File: src/rtl/core/dmbm_pkg.sv
`default_nettype none

package dmbm_pkg;

    // Default bound on the candidate index
    localparam int DMBM_MAX_MODES = 256;

    // Field widths
    localparam int W_W     = 16;
    localparam int H_W     = 16;
    localparam int R_W     = 20;
    localparam int TR_W    = 21;
    localparam int HZ_W    = 11;
    localparam int IDX_OUT = 8;
    localparam int S_DATA_W = 56;
    localparam int M_DATA_W = 64;
    localparam int M_USER_W = 2;

    // Register indexes on the configuration port
    typedef enum logic [1:0] {
        CFG_TARGET_WIDTH   = 2'd0,
        CFG_TARGET_HEIGHT  = 2'd1,
        CFG_TARGET_REFRESH = 2'd2,
        CFG_TARGET_ANY     = 2'd3
    } cfg_addr_t;

    // Width is the most significant part, so a plain compare gives the mode order
    typedef struct packed {
        logic [W_W-1:0] width;
        logic [H_W-1:0] height;
        logic [R_W-1:0] refresh;
    } mode_t;

    typedef struct packed {
        logic exact_take;
        logic best_take;
    } eval_t;

    // floor(n / 1000) = floor(floor(n / 8) / 125); 268436 = ceil(2^25 / 125),
    // exact for every 18-bit dividend
    localparam logic [18:0] DIV125_RECIP = 19'd268436;

    function automatic logic [HZ_W-1:0] div1000(input logic [TR_W-1:0] n);
        logic [17:0] m;
        logic [36:0] prod;
        m    = n[TR_W-1:3];
        prod = m * DIV125_RECIP;
        return prod[35:25];
    endfunction

endpackage

`default_nettype wire

File: src/rtl/core/display_mode_best_match_top.sv
// Channel | Dir | Beat contents
// s_      | in  | tdata: mode_width[15:0], mode_height[31:16], mode_refresh[51:32]; tlast: last_mode
// m_      | out | tdata: chosen_index[7:0], width[23:8], height[39:24], refresh[59:40];
//         |     | tuser: found[0], exact[1]
// cfg_    | in  | write: cfg_addr selects target_width/height/refresh/any, cfg_wdata
//
// One mode per cycle unless a last beat waits on an unaccepted result; m_tvalid rises
// when the last beat of a list passes from the input register to the result register.
// The input register feeds one compare stage (one reciprocal multiply for the
// rounded Hz plus the running best compare) that writes the result register.
// Reset is synchronous; it restores the targets and clears the running choice.
// The input side stalls only when a last beat meets a full, unaccepted result.

`default_nettype none

module display_mode_best_match_top #(
    parameter int MAX_MODES = dmbm_pkg::DMBM_MAX_MODES
) (
    input  logic                          aclk,
    input  logic                          aresetn,
    // configuration
    input  logic                          cfg_wr_en,
    input  dmbm_pkg::cfg_addr_t           cfg_addr,
    input  logic [dmbm_pkg::TR_W-1:0]     cfg_wdata,
    // candidates
    input  logic                          s_tvalid,
    output logic                          s_tready,
    input  logic [dmbm_pkg::S_DATA_W-1:0] s_tdata,  // mode_width, mode_height, mode_refresh
    input  logic                          s_tlast,
    // report
    output logic                          m_tvalid,
    input  logic                          m_tready,
    output logic [dmbm_pkg::M_DATA_W-1:0] m_tdata,  // chosen_index, width, height, refresh
    output logic [dmbm_pkg::M_USER_W-1:0] m_tuser   // found, exact
);
    import dmbm_pkg::*;

    localparam int              IDX_W    = $clog2(MAX_MODES);
    localparam logic [IDX_W-1:0] IDX_LAST = IDX_W'(MAX_MODES - 1);

    // Target registers
    logic [W_W-1:0]  tgt_width_reg;
    logic [H_W-1:0]  tgt_height_reg;
    logic [TR_W-1:0] tgt_refresh_reg;
    logic            tgt_any_reg;
    logic [HZ_W-1:0] tgt_hz_reg;
    logic            tgt_hz_ok_reg;

    logic signed [TR_W:0] cfg_sum;
    logic [HZ_W-1:0]      cfg_hz;
    logic                 cfg_hz_ok;

    // Target rounded Hz, truncated toward zero; only a zero quotient can
    // match when the rounded sum is negative
    always_comb begin
        cfg_sum = $signed({cfg_wdata[TR_W-1], cfg_wdata}) + (TR_W+1)'(500);
        if (!cfg_sum[TR_W]) begin
            cfg_hz    = div1000(cfg_sum[TR_W-1:0]);
            cfg_hz_ok = 1'b1;
        end else begin
            cfg_hz    = '0;
            cfg_hz_ok = (cfg_sum > -(TR_W+1)'(1000));
        end
    end

    always_ff @(posedge aclk) begin
        if (!aresetn) begin
            tgt_width_reg   <= '0;
            tgt_height_reg  <= '0;
            tgt_refresh_reg <= '1;
            tgt_any_reg     <= 1'b0;
            tgt_hz_reg      <= '0;
            tgt_hz_ok_reg   <= 1'b1;
        end else if (cfg_wr_en) begin
            unique case (cfg_addr)
                CFG_TARGET_WIDTH:   tgt_width_reg  <= cfg_wdata[W_W-1:0];
                CFG_TARGET_HEIGHT:  tgt_height_reg <= cfg_wdata[H_W-1:0];
                CFG_TARGET_REFRESH: begin
                    tgt_refresh_reg <= cfg_wdata;
                    tgt_hz_reg      <= cfg_hz;
                    tgt_hz_ok_reg   <= cfg_hz_ok;
                end
                CFG_TARGET_ANY:     tgt_any_reg    <= cfg_wdata[0];
                default: ;
            endcase
        end
    end

    // Input register
    logic  in_valid_reg, in_valid_next;
    mode_t in_mode_reg;
    logic  in_last_reg;
    logic  m_valid_reg, m_valid_next;
    logic  advance;
    logic  accept;

    assign advance  = in_valid_reg && (!in_last_reg || !m_valid_reg || m_tready);
    assign s_tready = !in_valid_reg || advance;
    assign accept   = s_tvalid && s_tready;

    always_comb begin
        in_valid_next = in_valid_reg;
        if (accept)
            in_valid_next = 1'b1;
        else if (advance)
            in_valid_next = 1'b0;
    end

    always_ff @(posedge aclk) begin
        if (!aresetn) begin
            in_valid_reg <= 1'b0;
        end else begin
            in_valid_reg <= in_valid_next;
        end
    end

    always_ff @(posedge aclk) begin
        if (accept) begin
            in_mode_reg.width   <= s_tdata[15:0];
            in_mode_reg.height  <= s_tdata[31:16];
            in_mode_reg.refresh <= s_tdata[51:32];
            in_last_reg         <= s_tlast;
        end
    end

    // Running choice
    logic             exact_valid_reg, exact_valid_next;
    logic [IDX_W-1:0] exact_index_reg, exact_index_next;
    mode_t            exact_mode_reg, exact_mode_next;
    logic             best_valid_reg, best_valid_next;
    logic [IDX_W-1:0] best_index_reg, best_index_next;
    mode_t            best_mode_reg, best_mode_next;
    logic [IDX_W-1:0] count_reg, count_next;
    eval_t            decision;

    dmbm_eval u_eval (
        .tgt_width   (tgt_width_reg),
        .tgt_height  (tgt_height_reg),
        .tgt_refresh (tgt_refresh_reg),
        .tgt_any     (tgt_any_reg),
        .tgt_hz      (tgt_hz_reg),
        .tgt_hz_ok   (tgt_hz_ok_reg),
        .mode        (in_mode_reg),
        .exact_valid (exact_valid_reg),
        .best_valid  (best_valid_reg),
        .best_mode   (best_mode_reg),
        .decision    (decision)
    );

    // Choice after this beat
    logic             exact_valid_upd, best_valid_upd;
    logic [IDX_W-1:0] exact_index_upd, best_index_upd;
    mode_t            exact_mode_upd, best_mode_upd;

    always_comb begin
        exact_valid_upd = exact_valid_reg | decision.exact_take;
        exact_index_upd = decision.exact_take ? count_reg : exact_index_reg;
        exact_mode_upd  = decision.exact_take ? in_mode_reg : exact_mode_reg;
        best_valid_upd  = best_valid_reg | decision.best_take;
        best_index_upd  = decision.best_take ? count_reg : best_index_reg;
        best_mode_upd   = decision.best_take ? in_mode_reg : best_mode_reg;
    end

    always_comb begin
        exact_valid_next = exact_valid_reg;
        exact_index_next = exact_index_reg;
        exact_mode_next  = exact_mode_reg;
        best_valid_next  = best_valid_reg;
        best_index_next  = best_index_reg;
        best_mode_next   = best_mode_reg;
        count_next       = count_reg;
        if (advance) begin
            exact_index_next = exact_index_upd;
            exact_mode_next  = exact_mode_upd;
            best_index_next  = best_index_upd;
            best_mode_next   = best_mode_upd;
            if (in_last_reg) begin
                // list done: start over
                exact_valid_next = 1'b0;
                best_valid_next  = 1'b0;
                count_next       = '0;
            end else begin
                exact_valid_next = exact_valid_upd;
                best_valid_next  = best_valid_upd;
                if (count_reg != IDX_LAST)
                    count_next = count_reg + IDX_W'(1);
            end
        end
    end

    always_ff @(posedge aclk) begin
        if (!aresetn) begin
            exact_valid_reg <= 1'b0;
            best_valid_reg  <= 1'b0;
            count_reg       <= '0;
        end else begin
            exact_valid_reg <= exact_valid_next;
            best_valid_reg  <= best_valid_next;
            count_reg       <= count_next;
        end
    end

    always_ff @(posedge aclk) begin
        exact_index_reg <= exact_index_next;
        exact_mode_reg  <= exact_mode_next;
        best_index_reg  <= best_index_next;
        best_mode_reg   <= best_mode_next;
    end

    // Report selection: exact first, then best, else all zero
    logic                 rep_found;
    logic                 rep_exact;
    logic [IDX_W-1:0]     rep_index;
    mode_t                rep_mode;
    logic [IDX_W+IDX_OUT-1:0] rep_index_ext;
    logic [M_DATA_W-1:0]  m_data_reg, m_data_next;
    logic [M_USER_W-1:0]  m_user_reg, m_user_next;

    always_comb begin
        rep_found = exact_valid_upd || best_valid_upd;
        rep_exact = exact_valid_upd;
        if (exact_valid_upd) begin
            rep_index = exact_index_upd;
            rep_mode  = exact_mode_upd;
        end else if (best_valid_upd) begin
            rep_index = best_index_upd;
            rep_mode  = best_mode_upd;
        end else begin
            rep_index = '0;
            rep_mode  = '0;
        end
        rep_index_ext = {{IDX_OUT{1'b0}}, rep_index};
        m_data_next   = {4'b0, rep_mode.refresh, rep_mode.height, rep_mode.width,
                         rep_index_ext[IDX_OUT-1:0]};
        m_user_next   = {rep_exact, rep_found};
    end

    // Result register
    assign m_valid_next = (advance && in_last_reg) || (m_valid_reg && !m_tready);

    always_ff @(posedge aclk) begin
        if (!aresetn) begin
            m_valid_reg <= 1'b0;
        end else begin
            m_valid_reg <= m_valid_next;
        end
    end

    always_ff @(posedge aclk) begin
        if (advance && in_last_reg) begin
            m_data_reg <= m_data_next;
            m_user_reg <= m_user_next;
        end
    end

    assign m_tvalid = m_valid_reg;
    assign m_tdata  = m_data_reg;
    assign m_tuser  = m_user_reg;

endmodule

`default_nettype wire

File: src/rtl/core/dmbm_eval.sv
`default_nettype none

module dmbm_eval (
    input  logic [dmbm_pkg::W_W-1:0]  tgt_width,
    input  logic [dmbm_pkg::H_W-1:0]  tgt_height,
    input  logic [dmbm_pkg::TR_W-1:0] tgt_refresh,
    input  logic                      tgt_any,
    input  logic [dmbm_pkg::HZ_W-1:0] tgt_hz,
    input  logic                      tgt_hz_ok,
    input  dmbm_pkg::mode_t           mode,
    input  logic                      exact_valid,
    input  logic                      best_valid,
    input  dmbm_pkg::mode_t           best_mode,
    output dmbm_pkg::eval_t           decision
);
    import dmbm_pkg::*;

    logic            res_eq;
    logic            is_exact;
    logic            refresh_any;
    logic [HZ_W-1:0] cand_hz;
    logic            hz_match;
    logic            satisfies;
    logic            greater;

    // Resolution and exact millihertz match; a negative target never matches
    assign res_eq   = (mode.width == tgt_width) && (mode.height == tgt_height);
    assign is_exact = res_eq && !tgt_refresh[TR_W-1] &&
                      (mode.refresh == tgt_refresh[R_W-1:0]);

    // Rounded Hz compare
    assign refresh_any = (tgt_refresh == {TR_W{1'b1}});
    assign cand_hz     = div1000({1'b0, mode.refresh} + TR_W'(500));
    assign hz_match    = tgt_hz_ok && (cand_hz == tgt_hz);
    assign satisfies   = tgt_any || (res_eq && (refresh_any || hz_match));

    // Width, then height, then refresh
    assign greater = (mode > best_mode);

    // First seen wins on ties
    assign decision.exact_take = is_exact && !exact_valid;
    assign decision.best_take  = satisfies && (!best_valid || greater);

endmodule

`default_nettype wire

File: config.mk
export PLATFORM = sky130hd
export DESIGN_NAME = display_mode_best_match_top
export DESIGN_NICKNAME = d
export VERILOG_FILES = /design/src/rtl/core/dmbm_pkg.sv /design/src/rtl/core/display_mode_best_match_top.sv /design/src/rtl/core/dmbm_eval.sv
export SDC_FILE = /design/constraint.sdc
export NUM_CORES = 1
export LEC_CHECK = 0
export BUFFER_PORTS_ARGS = -buffer_cell sky130_fd_sc_hd__clkbuf_2
export CAP_MARGIN = 40
export CORE_ASPECT_RATIO = 1.2
export CORE_MARGIN = 10
export CORE_UTILIZATION = 56
export DETAILED_ROUTE_END_ITERATION = 8
export PLACE_DENSITY = 0.77
export SYNTH_ARGS = -nofsm -noshare
export SYNTH_HDL_FRONTEND = slang
export SYNTH_SLANG_ARGS = --single-unit
File: constraint.sdc
create_clock -name aclk -period 8.25 [get_ports aclk]
set_input_delay 0 -clock aclk [delete_from_list [all_inputs] [get_ports aclk]]
set_output_delay 0 -clock aclk [all_outputs]
set_load 0.02 [all_outputs]
==> reports/qor.yml <==
cts:
  cts_tree: "yes"
  post_cts_buffers: 0
  cts_buffers: 35
  cts.htree.levels: 2
  cts_buffer_depth: 3
  path_clk_slew_ns: 0.06
  insertion_delay_ns: 0.54
  clock-sinks: 313
  root_buffer: "clkbuf_16"
routing:
  first_pass_iters: 6
  wire_per_inst_um: 20.55
  detail-route-antenna-nets: 0
  routed-via-count: 18460
  wl_um: 63420
  drc_errors: 0
  drt-vias-per-instance: 5.983
  drt_iter0_drc: 1561
grt:
  grt_pass1_wl_um: 101500
  met3_usage: 0.03558
  grt-busiest-layer: "met2"
  grt_max_degree: 68
  use_met2: 0.4257
  grt_pass1_vias: 18940
  globalRouteTotalUtil: 0.2507
  grt_overflow: 0
  antenna_found_initial: 2
  use_met1: 0.3066
synthesis:
  ys_ff_latch: 313
  synth_warnings: 0
  synth_cell_types: 78
  netlist_area_um2: 23430
  synth.avg_cell_area_um2: 10.26
  synth_cells: 2283
  ys_seq_area_frac: 0.3678
  synth_edf_count: 235
  synth-main-ff-cell: "edfxtp_1"
  synthArstFlopShare: 0
die:
  num_rows: 82
  die_area_um2: 50470
  ios: 153
  core_area_um2: 41550
  start_util: 0.5640
  die_x_um: 206.7
  die_y_um: 244.1
timing:
  setup_viol: 0
  fin_hold_ws_ns: 0.01055
  tightest_slew_ns: 0.9403
  max_slew_margin: 0.3686
  period_share: 0.9445
  max_freq_ghz: 0.1283
  final_max_slew_viol_count: 0
  clock_skew_ns: 0.01196
  hold_viol: 0
  min_period_ns: 7.792
power:
  power.share.clock: 0.243
  ir_drop_mv: 0.2304
  intPower_w: 0.003907
  seq_power_share: 0.284
  p_per_area_nw_per_um2: 235.9
  pwr-share-comb: 0.473
  net-switching-power_w: 0.002482
  sw_frac_of_total: 0.3885
  p_leak_nw: 11.77
critical_path:
  arrival_ns: 8.13
  worstSetupPathType: "reg2reg"
  end_kind: "flop"
  required_ns: 8.59
  cp-start-kind: "flop"
  worstPathMaxFanout: 25
finish:
  nets: 3030
  layout_commonest_cell: "ha_1"
  fin_area_um2: 27080
  final_cell_mix: "ha_1, inv_1, edfxtp_1, nand2_1, clkbuf_2"
  fin_util: 0.6518
  synthToLayoutAreaGrowth_pct: 15.57
  drive_above_1_share: 0.1359
  fin_cells: 3086
  largest_register_ffs: 60
run_status:
  status: "finished clean"
place:
  gp_congestion: 0.9122
  io_buffer_count: 144
  dp_hpwl_um: 46270
  placedInstanceArea_um2: 25080
  placed_cells: 2937
hold_path:
  hold_path_class: "in2reg"
job:
  max-cap-violations: 0
## stage by stage
step                total power (W)  TNS [ns]  setup WS [ns]
floorplan                  0.004036         0         0.9231
global placement           0.004675         0         0.5893
detailed placement         0.004787         0         0.3952
CTS                        0.006382         0         0.3572
global route               0.006917  -0.09406       -0.03904
finish                     0.006389         0         0.4579
## power by group through the flow
| stage | sequential, W | clock (W) | combinational, W |
|---|---|---|---|
| after floorplan | 0.00183 | 0 | 0.00220 |
| after global placement | 0.00184 | 0 | 0.00283 |
| after detailed placement | 0.00184 | 0 | 0.00294 |
| after CTS | 0.00181 | 0.00156 | 0.00301 |
| after global routing | 0.00182 | 0.00163 | 0.00347 |
| final | 0.00181 | 0.00155 | 0.00302 |
## layout make-up
type                            count  area, µm²
Inverter                          306       1149
Clock buffer                       48      975.9
Clock inverter                     14      141.4
Tap cell                          546      683.2
Sequential cell                   313       8618
Multi-Input combinational cell   1571      13370
Fill cell                        3182      14470
Antenna cell                        2      5.005
Timing Repair Buffer              286       2146
## critical path, stage by stage (launching register included)
cell and delay (ns):
edfxtp_1 0.40, or3_1 0.46, a21oi_2 0.28, a21oi_1 0.21, xnor2_1 0.35, inv_1 0.12
ha_1 0.31, ha_1 0.31, ha_1 0.32, fa_1 0.51, fa_1 0.55, inv_1 0.06
fa_1 0.54, inv_1 0.05, ha_1 0.33, a21oi_1 0.16, o211ai_1 0.19, a31oi_1 0.32
or4b_2 0.61, mux2i_1 0.16, a211oi_1 0.09, nand4_1 0.11, buf_4 0.17, o21a_2 0.20
buf_4 0.33, o211ai_1 0.15, a31oi_1 0.30
## synthesized netlist by cell type (3+ instances only)
cell type,number,area share
nor3_1,17,0.0036
nand3_1,96,0.021
nor4b_1,3,0.0011
clkbuf_1,57,0.0091
o2111ai_1,4,0.0015
mux2i_1,3,0.0013
a2111oi_0,3,0.0011
xor2_1,63,0.024
buf_1,8,0.0013
a21o_1,34,0.011
fa_1,91,0.078
o31ai_1,6,0.0019
xnor2_1,57,0.021
a21boi_0,35,0.011
nand4_1,46,0.012
o221ai_1,3,0.0011
or3_1,7,0.0019
nand3b_1,4,0.0013
o211ai_1,65,0.021
o21a_1,14,0.0045
inv_1,304,0.049
and2_1,6,0.0016
a211oi_1,4,0.0013
a31oi_1,68,0.018
dfxtp_1,78,0.067
a221oi_1,3,0.0011
nand2b_1,11,0.0029
mux2_2,60,0.029
mux2_1,9,0.0043
o21ai_0,87,0.019
buf_4,4,0.0013
and3_1,12,0.0032
nand2_1,161,0.026
nor3b_1,5,0.0016
a21oi_1,63,0.013
and4_1,9,0.0034
ha_1,341,0.18
nor4_1,18,0.0048
nor2_1,106,0.017
buf_2,25,0.0053
edfxtp_1,235,0.30
nor2b_1,12,0.0032
## repair_timing
item	CTS	global route
hold buffers	84	0
endpoints found under the hold margin	109	0
resized for setup	0	7
endpoints found under the setup margin	0	108
## per-layer routing
metal | vias to the layer above | share of wire
met3 | 175 | 0.071
met4 | 0 | 0.050
met2 | 848 | 0.50
li1 | 8559 | -
met5 | - | 0
met1 | 8881 | 0.38
## cell families (layout without fill, tap and decap cells)
group           count (synthesis)  after routing  share of synthesized area
buf+inv                       402            654                    0.06700
simple gates                  525            525                     0.1085
flops                         313            313                     0.3678
fa+ha+maj                     432            432                     0.2598
mux                            72             72                    0.03444
other cells                     1              6                  0.0001600
xor+xnor                      121            121                    0.04554
compound gates                417            417                     0.1168
## path summary, 6_finish.rpt
kind	endpoint	slack [ns]	startpoint	cells past startpoint
worst min register to register	tgt_hz_ok_reg	0.47	tgt_hz_ok_reg	2
worst max register to register	m_tdata[58]	0.46	in_mode_reg[4]	26
worst max-delay path	m_tdata[58]	0.46	in_mode_reg[4]	26
worst min-delay path	tgt_hz_ok_reg	0.01	aresetn	3
Power figures use the tool's default switching activity.
